File: src/assert_macros.svh
// assertion macros used by the rtl file pad_cordic.sv
`ifndef ASSERT_MACROS_SVH
`define ASSERT_MACROS_SVH

// condition that must hold at every clock edge out of reset
`define ASSERT_ALWAYS(lbl, cond, msg) \
	lbl: assert property (@(posedge clk) disable iff (!arst_n) (cond)) else $error(msg);

// condition that must hold in the cycle after a trigger
`define ASSERT_NEXT(lbl, trig, cond, msg) \
	lbl: assert property (@(posedge clk) disable iff (!arst_n) (trig) |=> (cond)) else $error(msg);

`endif

File: src/pad_pkg.sv
// types, constants and the arctangent table of the plane angle block
package pad_pkg;

	// field widths
	localparam int CW     = 16;          // component width
	localparam int CS     = 16;          // cordic micro-rotations
	localparam int FUNC_W = 2;
	localparam int RES_W  = 17;          // Q9.8 angle
	localparam int AW     = CW + 1;      // operand after half-plane fold
	localparam int XW     = CW + CS + 3; // cordic datapath width
	localparam int ACC_W  = 27;          // angle accumulator, Q.16 degrees
	localparam int RQ_W   = ACC_W - 8;   // accumulator after rounding to Q.8

	// queue between front and back
	localparam int FIFO_DEPTH = 4;
	localparam int FIFO_AW    = 2;

	// plane select codes
	localparam logic [FUNC_W-1:0] SEL_XY = 2'd0;
	localparam logic [FUNC_W-1:0] SEL_YZ = 2'd1;
	localparam logic [FUNC_W-1:0] SEL_XZ = 2'd2;

	// angle constants
	localparam logic signed [ACC_W-1:0] DEG180_Q16 = ACC_W'(180 * 65536);
	localparam logic signed [ACC_W-1:0] DEG360_Q16 = ACC_W'(360 * 65536);
	localparam logic [ACC_W-1:0]        HALF_LSB_Q8 = ACC_W'(128);
	localparam logic [RQ_W-1:0]         DEG360_RQ  = RQ_W'(360 * 256);
	localparam logic [RES_W-1:0]        DEG360_Q8  = RES_W'(360 * 256);
	localparam logic [RES_W-1:0]        DEG180_Q8  = RES_W'(180 * 256);

	// classified word handed from front to back
	typedef struct packed {
		logic                 spec; // angle known without rotation
		logic                 neg;  // folded by 180 degrees
		logic signed [AW-1:0] a;    // first component
		logic signed [AW-1:0] b;    // second component
	} pad_work_t;

	// atan(2^-i) in degrees, Q.16, rounded to nearest
	function automatic logic signed [ACC_W-1:0] atan_q16(input int unsigned idx);
		logic signed [ACC_W-1:0] v;
		case (idx)
			0:       v = ACC_W'(2949120);
			1:       v = ACC_W'(1740967);
			2:       v = ACC_W'(919879);
			3:       v = ACC_W'(466945);
			4:       v = ACC_W'(234379);
			5:       v = ACC_W'(117304);
			6:       v = ACC_W'(58666);
			7:       v = ACC_W'(29335);
			8:       v = ACC_W'(14668);
			9:       v = ACC_W'(7334);
			10:      v = ACC_W'(3667);
			11:      v = ACC_W'(1833);
			12:      v = ACC_W'(917);
			13:      v = ACC_W'(458);
			14:      v = ACC_W'(229);
			15:      v = ACC_W'(115);
			16:      v = ACC_W'(57);
			17:      v = ACC_W'(29);
			18:      v = ACC_W'(14);
			19:      v = ACC_W'(7);
			20:      v = ACC_W'(4);
			21:      v = ACC_W'(2);
			22:      v = ACC_W'(1);
			default: v = '0;
		endcase
		return v;
	endfunction

endpackage

File: src/pad_fifo.sv
// short queue of classified words between front and back
module pad_fifo import pad_pkg::*; (
	input  logic      clk,
	input  logic      arst_n,
	input  logic      push_vld,
	input  pad_work_t push_word,
	output logic      push_rdy,
	output logic      pop_vld,
	output pad_work_t pop_word,
	input  logic      pop_rdy
);

	pad_work_t            mem_q [0:FIFO_DEPTH-1];
	logic [FIFO_AW-1:0]   wr_q, rd_q;
	logic [FIFO_AW:0]     cnt_q;
	logic                 do_push, do_pop;

	assign push_rdy = (cnt_q != (FIFO_AW+1)'(FIFO_DEPTH));
	assign pop_vld  = (cnt_q != '0);
	assign pop_word = mem_q[rd_q];
	assign do_push  = push_vld && push_rdy;
	assign do_pop   = pop_vld && pop_rdy;

	// pointers and fill count
	always_ff @(posedge clk or negedge arst_n) begin
		if (!arst_n) begin
			wr_q  <= '0;
			rd_q  <= '0;
			cnt_q <= '0;
		end else begin
			if (do_push) begin
				wr_q <= wr_q + 1'b1;
			end
			if (do_pop) begin
				rd_q <= rd_q + 1'b1;
			end
			case ({do_push, do_pop})
				2'b10:   cnt_q <= cnt_q + 1'b1;
				2'b01:   cnt_q <= cnt_q - 1'b1;
				default: cnt_q <= cnt_q;
			endcase
		end
	end

	// storage
	always_ff @(posedge clk) begin
		if (do_push) begin
			mem_q[wr_q] <= push_word;
		end
	end

endmodule

File: config.mk
export PLATFORM = sky130hd
export DESIGN_NAME = pad_fifo
export DESIGN_NICKNAME = d
export VERILOG_FILES = /design/src/assert_macros.svh /design/src/pad_pkg.sv /design/src/pad_fifo.sv
export SDC_FILE = /design/constraint.sdc
export NUM_CORES = 1
export LEC_CHECK = 0
export BUFFER_PORTS_ARGS = -buffer_cell sky130_fd_sc_hd__buf_2
export CORE_MARGIN = 4
export CORE_UTILIZATION = 56
export DETAILED_ROUTE_END_ITERATION = 10
export GPL_ROUTABILITY_DRIVEN = 0
export HOLD_SLACK_MARGIN = 0.1
export PLACE_DENSITY = 0.89
export SLEW_MARGIN = 20
export SYNTH_ARGS = -nofsm -noshare
export SYNTH_HDL_FRONTEND = slang
export SYNTH_SLANG_ARGS = --single-unit
export TNS_END_PERCENT = 30
File: constraint.sdc
create_clock -name clk -period 2.77 [get_ports clk]
set_input_delay 0.4155 -clock clk [delete_from_list [all_inputs] [get_ports clk]]
set_output_delay 0.4155 -clock clk [all_outputs]
set_load 0.1 [all_outputs]
Word-level counts from Yosys, hierarchy flattened
Memory sizes are Yosys's and may differ from the RTL's. Cells that the tools add are included. Widths: inputs -> output; s select.

Add/sub/neg operators: 4. Multipliers: 0. Div/mod/pow operators: 0. Magnitude comparators: 0. Eq/ne operators: 3. Shift operators: 0. Muxes and demuxes: 3. Bitwise gates (word level): 0. Reductions and logical operators: 4.

Operator list (number): $pmux 3 s2 (1); $add 2x1->2 const B (2); $add 3x1->3 const B (1); $ne 3x3->1 const B (1); $reduce_bool 3->1 (1); $sub 3x1->3 const B (1); $eq 2x1->1 const B (1); $eq 2x2->1 const B (1); $logic_and 1x1->1 (2); $mux 1 (2); $reduce_bool 2->1 (1).

Flip-flop bits (word level): 7. Bits in latches: 0. Bits in writable memories: 144. ROM bits: 0. Input port bits: 40. Output and inout port bits: 38. Word-level logic and storage cells: 18. Memories: 1.

Memories: mem_q (words 4, bits a word 36, rd ports 1, clocked after Yosys merged registers in 0, wr ports 1, line pad_fifo.sv:13) `pad_work_t mem_q [0:FIFO_DEPTH-1];`.

Depth between registers and ports, before layout
Gate-level depths: netlist of the first run.

Depth after elaboration: 4. Mapped depth: 9. Gate-level depth less buffers: 9.

Least setup slack after synthesis of the first run
OpenSTA, ideal clock, no wires.

Path kind: flip-flop to flip-flop. Start point: register cnt_q[0]. End point: register cnt_q[2]. Arrival time: 2.192 ns. Path slack: 0.499 ns. Stages on the path, launching flop included: 10. Clock period less this slack: 2.271 ns. Path through: dfrtp_1 -> or3b_4 -> and2_4 -> inv_1 -> ha_1 -> inv_1 -> fa_1 -> xor2_1 -> nor2_1 -> xor2_1.

Cells in the longest elaborated chain, start to end: 4. Elaborated cells on any way between the ends: 10.

RTL lines: from (decl) (line pad_fifo.sv:15) `logic [FIFO_AW:0] cnt_q;`; from (signal assigned) (line pad_fifo.sv:38) `2'b10: cnt_q <= cnt_q + 1'b1;`; from (signal assigned) (line pad_fifo.sv:39) `2'b01: cnt_q <= cnt_q - 1'b1;`; from (signal assigned) (line pad_fifo.sv:40) `default: cnt_q <= cnt_q;`; $ne 3x3->1 * (line pad_fifo.sv:18) `assign push_rdy = (cnt_q != (FIFO_AW+1)'(FIFO_DEPTH));`; via push_rdy (line pad_fifo.sv:7) `output logic push_rdy,`; $logic_and 1x1->1 * (line pad_fifo.sv:21) `assign do_push = push_vld && push_rdy;`; $eq 2x1->1 / $eq 2x2->1 (equally long branches) (line pad_fifo.sv:37) `case ({do_push, do_pop})`; $pmux 3 s2 / $reduce_bool 2->1 (equally long branches).

The timed path passes the listed nets; every way through them passes the cells marked *. A chain may end at the register's enable or synchronous reset.

==> flow_summary.yaml, run 1 <==
outcome:
  status: "finished, final reports clean"
flow_run:
  drv_cap: 0
logic_synthesis:
  synthArstFlopShare: 0.0464
  synth_nets: 271
  synth_fa_ha_area_frac: 0.0147
  ys_seq_area_frac: 0.801
  synth_most_common_cell: "edfxtp_1"
  yosys_most_used_dff: "edfxtp_1"
  synth_edf_count: 144
  synth_top_family_by_area: "multiplexers"
  ys.warnings.count: 0
  postSynthAreaPerCell_um2: 25.0
  ys_top_cells_by_count: "edfxtp_1 (144), mux4_2 (36), dfrtp_1 (7), inv_1 (6), ha_1 (5)"
  synth_xor_area_frac: 0.00936
  synth_top_area_share: 0.770
  synthMuxAreaShare: 0.149
  yosysTopAreaCell: "edfxtp_1"
  synthCells: 225
  yosysUniqueCellTypes: 20
  synth_compound_area_frac: 0.00178
  synth_simple_gate_area_frac: 0.0116
  netlist_top_cells_area: "edfxtp_1 (77%), mux4_2 (14%), dfrtp_1 (3.1%), ha_1 (1.1%), and3_2 (0.53%)"
  ys_ff_latch: 151
  netlist_area_mm2: 0.00561
setup_path:
  path_cells: "buf_12, mux4_2, buf_2"
  critPathSlowestCell: "mux4_2"
  crit_type: "flip-flop to output port"
  critPathRequiredTime_ns: 2.35
  worstPathArrival_ns: 2.20
  cp-end-kind: "output port"
  worst-path-max-fanout: 22
  start_kind: "flip-flop"
  cp_top_family: "buffers and inverters"
  crit_buf_inv: 2
  cp_slowest_stage_delay_ns: 0.55
clocking:
  cts_root_buffer: "clkbuf_8"
  cts_tree: "built"
  cts_max_level: 4
  cts_inserted_buffers: 17
  cts_buffer_depth: 2
  clock_latency_ns: 0.52
  clock_sinks: 151
  path_clk_slew_ns: 0.07
final_layout:
  register_area_mm2: 0.00450
  n_antenna_cell: 0
  instances_no_fill: 503
  n_fill_cell: 571
  nets: 403
  stdcell_area_mm2: 0.00717
  multiInputGateArea_mm2: 0.00105
  drive_gt1_frac: 0.451
  areaGrowthSynthToFinish_pct: 27.8
timing:
  fmax_mhz: 383
  slew_headroom: 0.477
  worstMarginPinSlew_ns: 0.785
  setup_viol: 0
  whs_ns: 0.127
  skew_ns: 0.00802
  hold_viol: 0
  rsz0062_at_grt: "no"
  period_share: 0.943
  fin_tns_setup_ns: 0
  period_needed_ns: 2.61
  drv_slew: 0
routing:
  drcViolationCount: 0
  via_per_inst: 5.42
  drt_iter0_drc: 140
  ant_nets: 0
  wire_per_inst_um: 21.0
  first_pass_iters: 4
  num_vias: 2724
  routed_wl_um: 10600
global_route:
  antenna_found_initial: 0
  grt_pass1_wl_um: 16400
  gr-usage-all-layers: 0.199
  grt-ovfl-total: 0
  grt_pass1_vias: 2979
  grt_max_degree: 31
place:
  post-place-cells: 438
  placed_area_mm2: 0.00623
  io_buffers: 77
  dp_hpwl_um: 6230
floorplanning:
  fp-row-count: 36
  die_h_um: 108
  start_util: 0.574
  dieArea_mm2: 0.0117
  num_io_pins: 78
  core_region_area_mm2: 0.00977
  dieWidth_um: 108
min_path:
  min-delay-path-class: "primary input to flip-flop"
worst paths after layout:
check                               from           end  slack, ns  cells after the start
setup reg to reg                cnt_q[2]      cnt_q[2]       0.59                      9
max in group asynchronous         arst_n       rd_q[0]       2.32                      2
hold reg to reg                 cnt_q[2]      cnt_q[2]       0.55                      1
setup / recovery                 rd_q[0]  pop_word[12]       0.16                      3
hold / removal             push_word[17]  mem_q[3][17]       0.13                      1
min in group asynchronous         arst_n       rd_q[1]       0.26                      2
stage by stage:
stage / setup slack [ns] / utilization
after detailed placement: 0.609 / 0.637
after global routing: 0.0475 / 0.734
after floorplan: 0.499 / -
after global placement: 0.663 / 0.637
after CTS: 0.0641 / 0.733
final: 0.158 / 0.734
worst reg2reg max path, delay by kind of cell (launching register included):
kind / cells / cell delay [ns]
xor gates and xnor gates: 2 / 0.29
and+or+nand+nor: 3 / 0.73
buffers and inverters: 2 / 0.11
DFF: 1 / 0.42
adders and majority gates: 2 / 0.55
cell families (layout without fill, tap and decap cells):
logic type,Yosys count,in the layout
compound gates,1,1
buf+inv,14,159
fa+ha+maj,6,6
simple gates,9,9
mux,38,38
xor+xnor,6,6
flops,151,151
area by class of cell:
cell class	count	share of cell area
clock buffers	19	0.0616
clock inverters	13	0.0237
inverters	6	0.00314
multi-input cells	60	0.146
flip-flops and latches	151	0.628
well taps	133	0.0232
repair buffers	121	0.115
state kept, by name, indices dropped and copies added, names as in the netlist:
name   flops
mem_q    144
cnt_q      3
rd_q       2
wr_q       2
placed cells by master, fill, tap and decap left out, types with 2 or more instances in the layout:
cell type and n:
inv_6 3, dlygate4sd3_1 33, clkinvlp_4 3, xnor2_1 3, clkbuf_8 3, and3_2 4
mux4_2 36, ha_1 5, buf_2 77, edfxtp_1 144, xor2_1 3, bufinv_16 3
buf_4 9, clkbuf_16 16, clkinv_4 3, dfrtp_1 5, buf_12 2, inv_1 6
metal layers:
metal / GRT usage / vias up / share of wire
met2: 0.333 / 85 / 0.55
met5: 0 / - / 0
met1: 0.242 / 1405 / 0.38
met3: 0.0597 / 23 / 0.048
li1: - / 1211 / -
met4: 0.0902 / 0 / 0.025
timing repair:
item / 4_1_cts / 5_1_grt
endpoints found under the setup margin: 0 / 2
resized for setup: 0 / 1
buffers inserted: 0 / 0
hold buffers: 32 / 1
hold endpoints to repair: 127 / 2
Power of run 1 is left out: the tool's default activity adds up to more than one toggle a clock period on the data nets, which glitch-free logic cannot reach.
==> run 2: changes to the inputs <==
--- a/config.mk
+++ b/config.mk
@@ -5,13 +5,14 @@
 export SDC_FILE = /design/constraint.sdc
 export NUM_CORES = 1
 export LEC_CHECK = 0
+export ABC_AREA = 1
 export BUFFER_PORTS_ARGS = -buffer_cell sky130_fd_sc_hd__buf_2
 export CORE_MARGIN = 4
-export CORE_UTILIZATION = 56
+export CORE_UTILIZATION = 57
 export DETAILED_ROUTE_END_ITERATION = 10
 export GPL_ROUTABILITY_DRIVEN = 0
 export HOLD_SLACK_MARGIN = 0.1
-export PLACE_DENSITY = 0.89
+export PLACE_DENSITY = 0.9
 export SLEW_MARGIN = 20
 export SYNTH_ARGS = -nofsm -noshare
 export SYNTH_HDL_FRONTEND = slang
==> flow_summary.yaml, run 2 <==
outcome:
  status: "finished, final reports clean"
final_layout:
  nets: 643
  final_common_cell: "edfxtp_1"
  n_antenna_cell: 0
  register_area_mm2: 0.00450
  areaGrowthSynthToFinish_pct: 30.8
  stdcell_area_mm2: 0.00815
  final_cell_mix: "edfxtp_1 (144), nand2_1 (126), inv_1 (85)"
  reg.largest.list: "mem_q x144, cnt_q x3"
  multiInputGateArea_mm2: 0.00120
  n_fill_cell: 553
  largest_reg_flops: 144
  largest-register: "mem_q"
  drive_gt1_frac: 0.200
clocking:
  cts_setup_buffers: 0
  cts_tree: "built"
  cts_buffer_depth: 2
  path_clk_slew_ns: 0.06
  cts_max_level: 4
  cts_inserted_buffers: 17
  cts_root_buffer: "clkbuf_8"
  clock_latency_ns: 0.53
  clock_sinks: 151
global_route:
  antenna_found_initial: 0
  grt_pass1_vias: 4263
  grt_max_degree: 52
  grt_pass1_wl_um: 20600
  grt-ovfl-total: 0
  gr-usage-all-layers: 0.213
routing:
  via_per_inst: 5.36
  drcViolationCount: 0
  wire_per_inst_um: 17.1
  drt_iter0_drc: 282
  routed_wl_um: 12800
  first_pass_iters: 5
  ant_nets: 0
  num_vias: 3995
floorplanning:
  dieArea_mm2: 0.0127
  num_io_pins: 78
  dieWidth_um: 113
  die_h_um: 113
  start_util: 0.593
  fp-row-count: 37
  core_region_area_mm2: 0.0105
timing:
  period_needed_ns: 2.55
  slew_headroom: 0.487
  hold_viol: 0
  rsz0062_at_grt: "no"
  worstMarginPinSlew_ns: 0.768
  period_share: 0.920
  drv_slew: 0
  fin_tns_setup_ns: 0
  setup_viol: 0
  skew_ns: 0.0122
  fmax_mhz: 392
logic_synthesis:
  netlist_top_cells_area: "edfxtp_1 (69%), o211ai_1 (8.7%), nand2_1 (7.6%), inv_1 (5.1%), dfrtp_1 (2.8%)"
  ys.warnings.count: 0
  yosys_most_used_dff: "edfxtp_1"
  netlist_area_mm2: 0.00623
  synthCells: 479
  synthArstFlopShare: 0.0464
  yosysTopAreaCell: "edfxtp_1"
  synth_most_common_cell: "edfxtp_1"
  synth_top_area_share: 0.694
  yosysUniqueCellTypes: 18
  ys_seq_area_frac: 0.722
  ys_ff_latch: 151
  synth_edf_count: 144
  synth_nets: 525
  postSynthAreaPerCell_um2: 13.0
  ys_top_cells_by_count: "edfxtp_1 (144), nand2_1 (126), inv_1 (85), o211ai_1 (72), buf_6 (10)"
setup_path:
  critPathRequiredTime_ns: 2.35
  path_cells: "inv_6, buf_6, nand2_1, o211ai_1, nand2_1, buf_12"
  cp-end-kind: "output port"
  worstPathArrival_ns: 2.13
  cp_slowest_stage_delay_ns: 0.46
  crit_type: "flip-flop to output port"
  start_kind: "flip-flop"
  critPathSlowestCell: "dfrtp_1"
  crit_buf_inv: 3
  worst-path-max-fanout: 48
  cp_top_family: "buffers and inverters"
  cpMostUsedCell: "nand2_1"
  rrSetupSlack_ns: 0.57
place:
  io_buffers: 77
  placed_area_mm2: 0.00723
  dp_hpwl_um: 7360
min_path:
  min-delay-path-class: "primary input to flip-flop"
flow_run:
  drv_cap: 0
==> run 2: cell types whose count changed in the layout (fill, tap and decap cells not counted), moves of 3 or more <==
cell and delta:
nand2_1 +125, inv_1 +79, o211ai_1 +72, buf_12 +36, buf_2 -36, mux4_2 -36, nand3_1 +7, and3_2 -4
nor2_4 +4, clkinv_1 +3, clkinv_4 -3, xor2_1 -3
==> run 2: kinds of logic after synthesis <==
family / count (synthesis) / synth area share
xor+xnor: 1 / 0.00141
fa+ha+maj: 6 / 0.0133
buf+inv: 110 / 0.0909
flops: 151 / 0.722
simple gates: 138 / 0.0849
compound gates: 73 / 0.0875
==> run 2: routing by layer <==
| metal | part of all wire | wire length [um] | track usage |
|---|---|---|---|
| met5 | 0 | 0 | 0 |
| met4 | 0.020 | 257 | 0.0929 |
| met3 | 0.065 | 824 | 0.0604 |
| met2 | 0.53 | 6820 | 0.377 |
| met1 | 0.38 | 4870 | 0.239 |
==> run 2: what timing repair did <==
item,CTS,global route
resized for setup,0,2
endpoints found under the hold margin,139,0
hold buffers,34,0
setup endpoints to repair,0,8
==> run 2: final cells by class <==
class                      count  share of cell area
clock inverter                14              0.0193
inverter                      87              0.0407
sequential                   151               0.552
clock buffer                  18              0.0513
multi-input combinational    218               0.147
timing repair buffer         122               0.169
tap                          136              0.0209
==> run 2: path summary, 6_finish.rpt <==
kind / start / to / cells past startpoint
setup / recovery: rd_q[0] / pop_word[26] / 6
hold reg to reg: cnt_q[1] / cnt_q[1] / 2
max in group asynchronous: arst_n / rd_q[1] / 2
min in group asynchronous: arst_n / wr_q[1] / 2
hold / removal: push_word[18] / mem_q[1][18] / 1
setup reg to reg: cnt_q[0] / cnt_q[2] / 10
==> run 2: worst register-to-register path, delay by kind of cell, from the launching register on <==
family,cells,cell delay (ns)
simple gates,6,0.84
fa+ha+maj,2,0.63
flops,1,0.41
buf+inv,2,0.21
==> run 2: metrics by stage <==
step	utilization	cells	hold slack (ns)	worst slack, ns
final	0.776	746	0.124	0.220
after global routing	0.776	746	0.108	0.0726
after CTS	0.775	746	0.101	0.0618
after detailed placement	0.688	680	0.262	0.616
after global placement	0.688	680	0.254	0.733
after floorplan	-	479	0.120	-0.322
Power of run 2 is left out for the same reason.
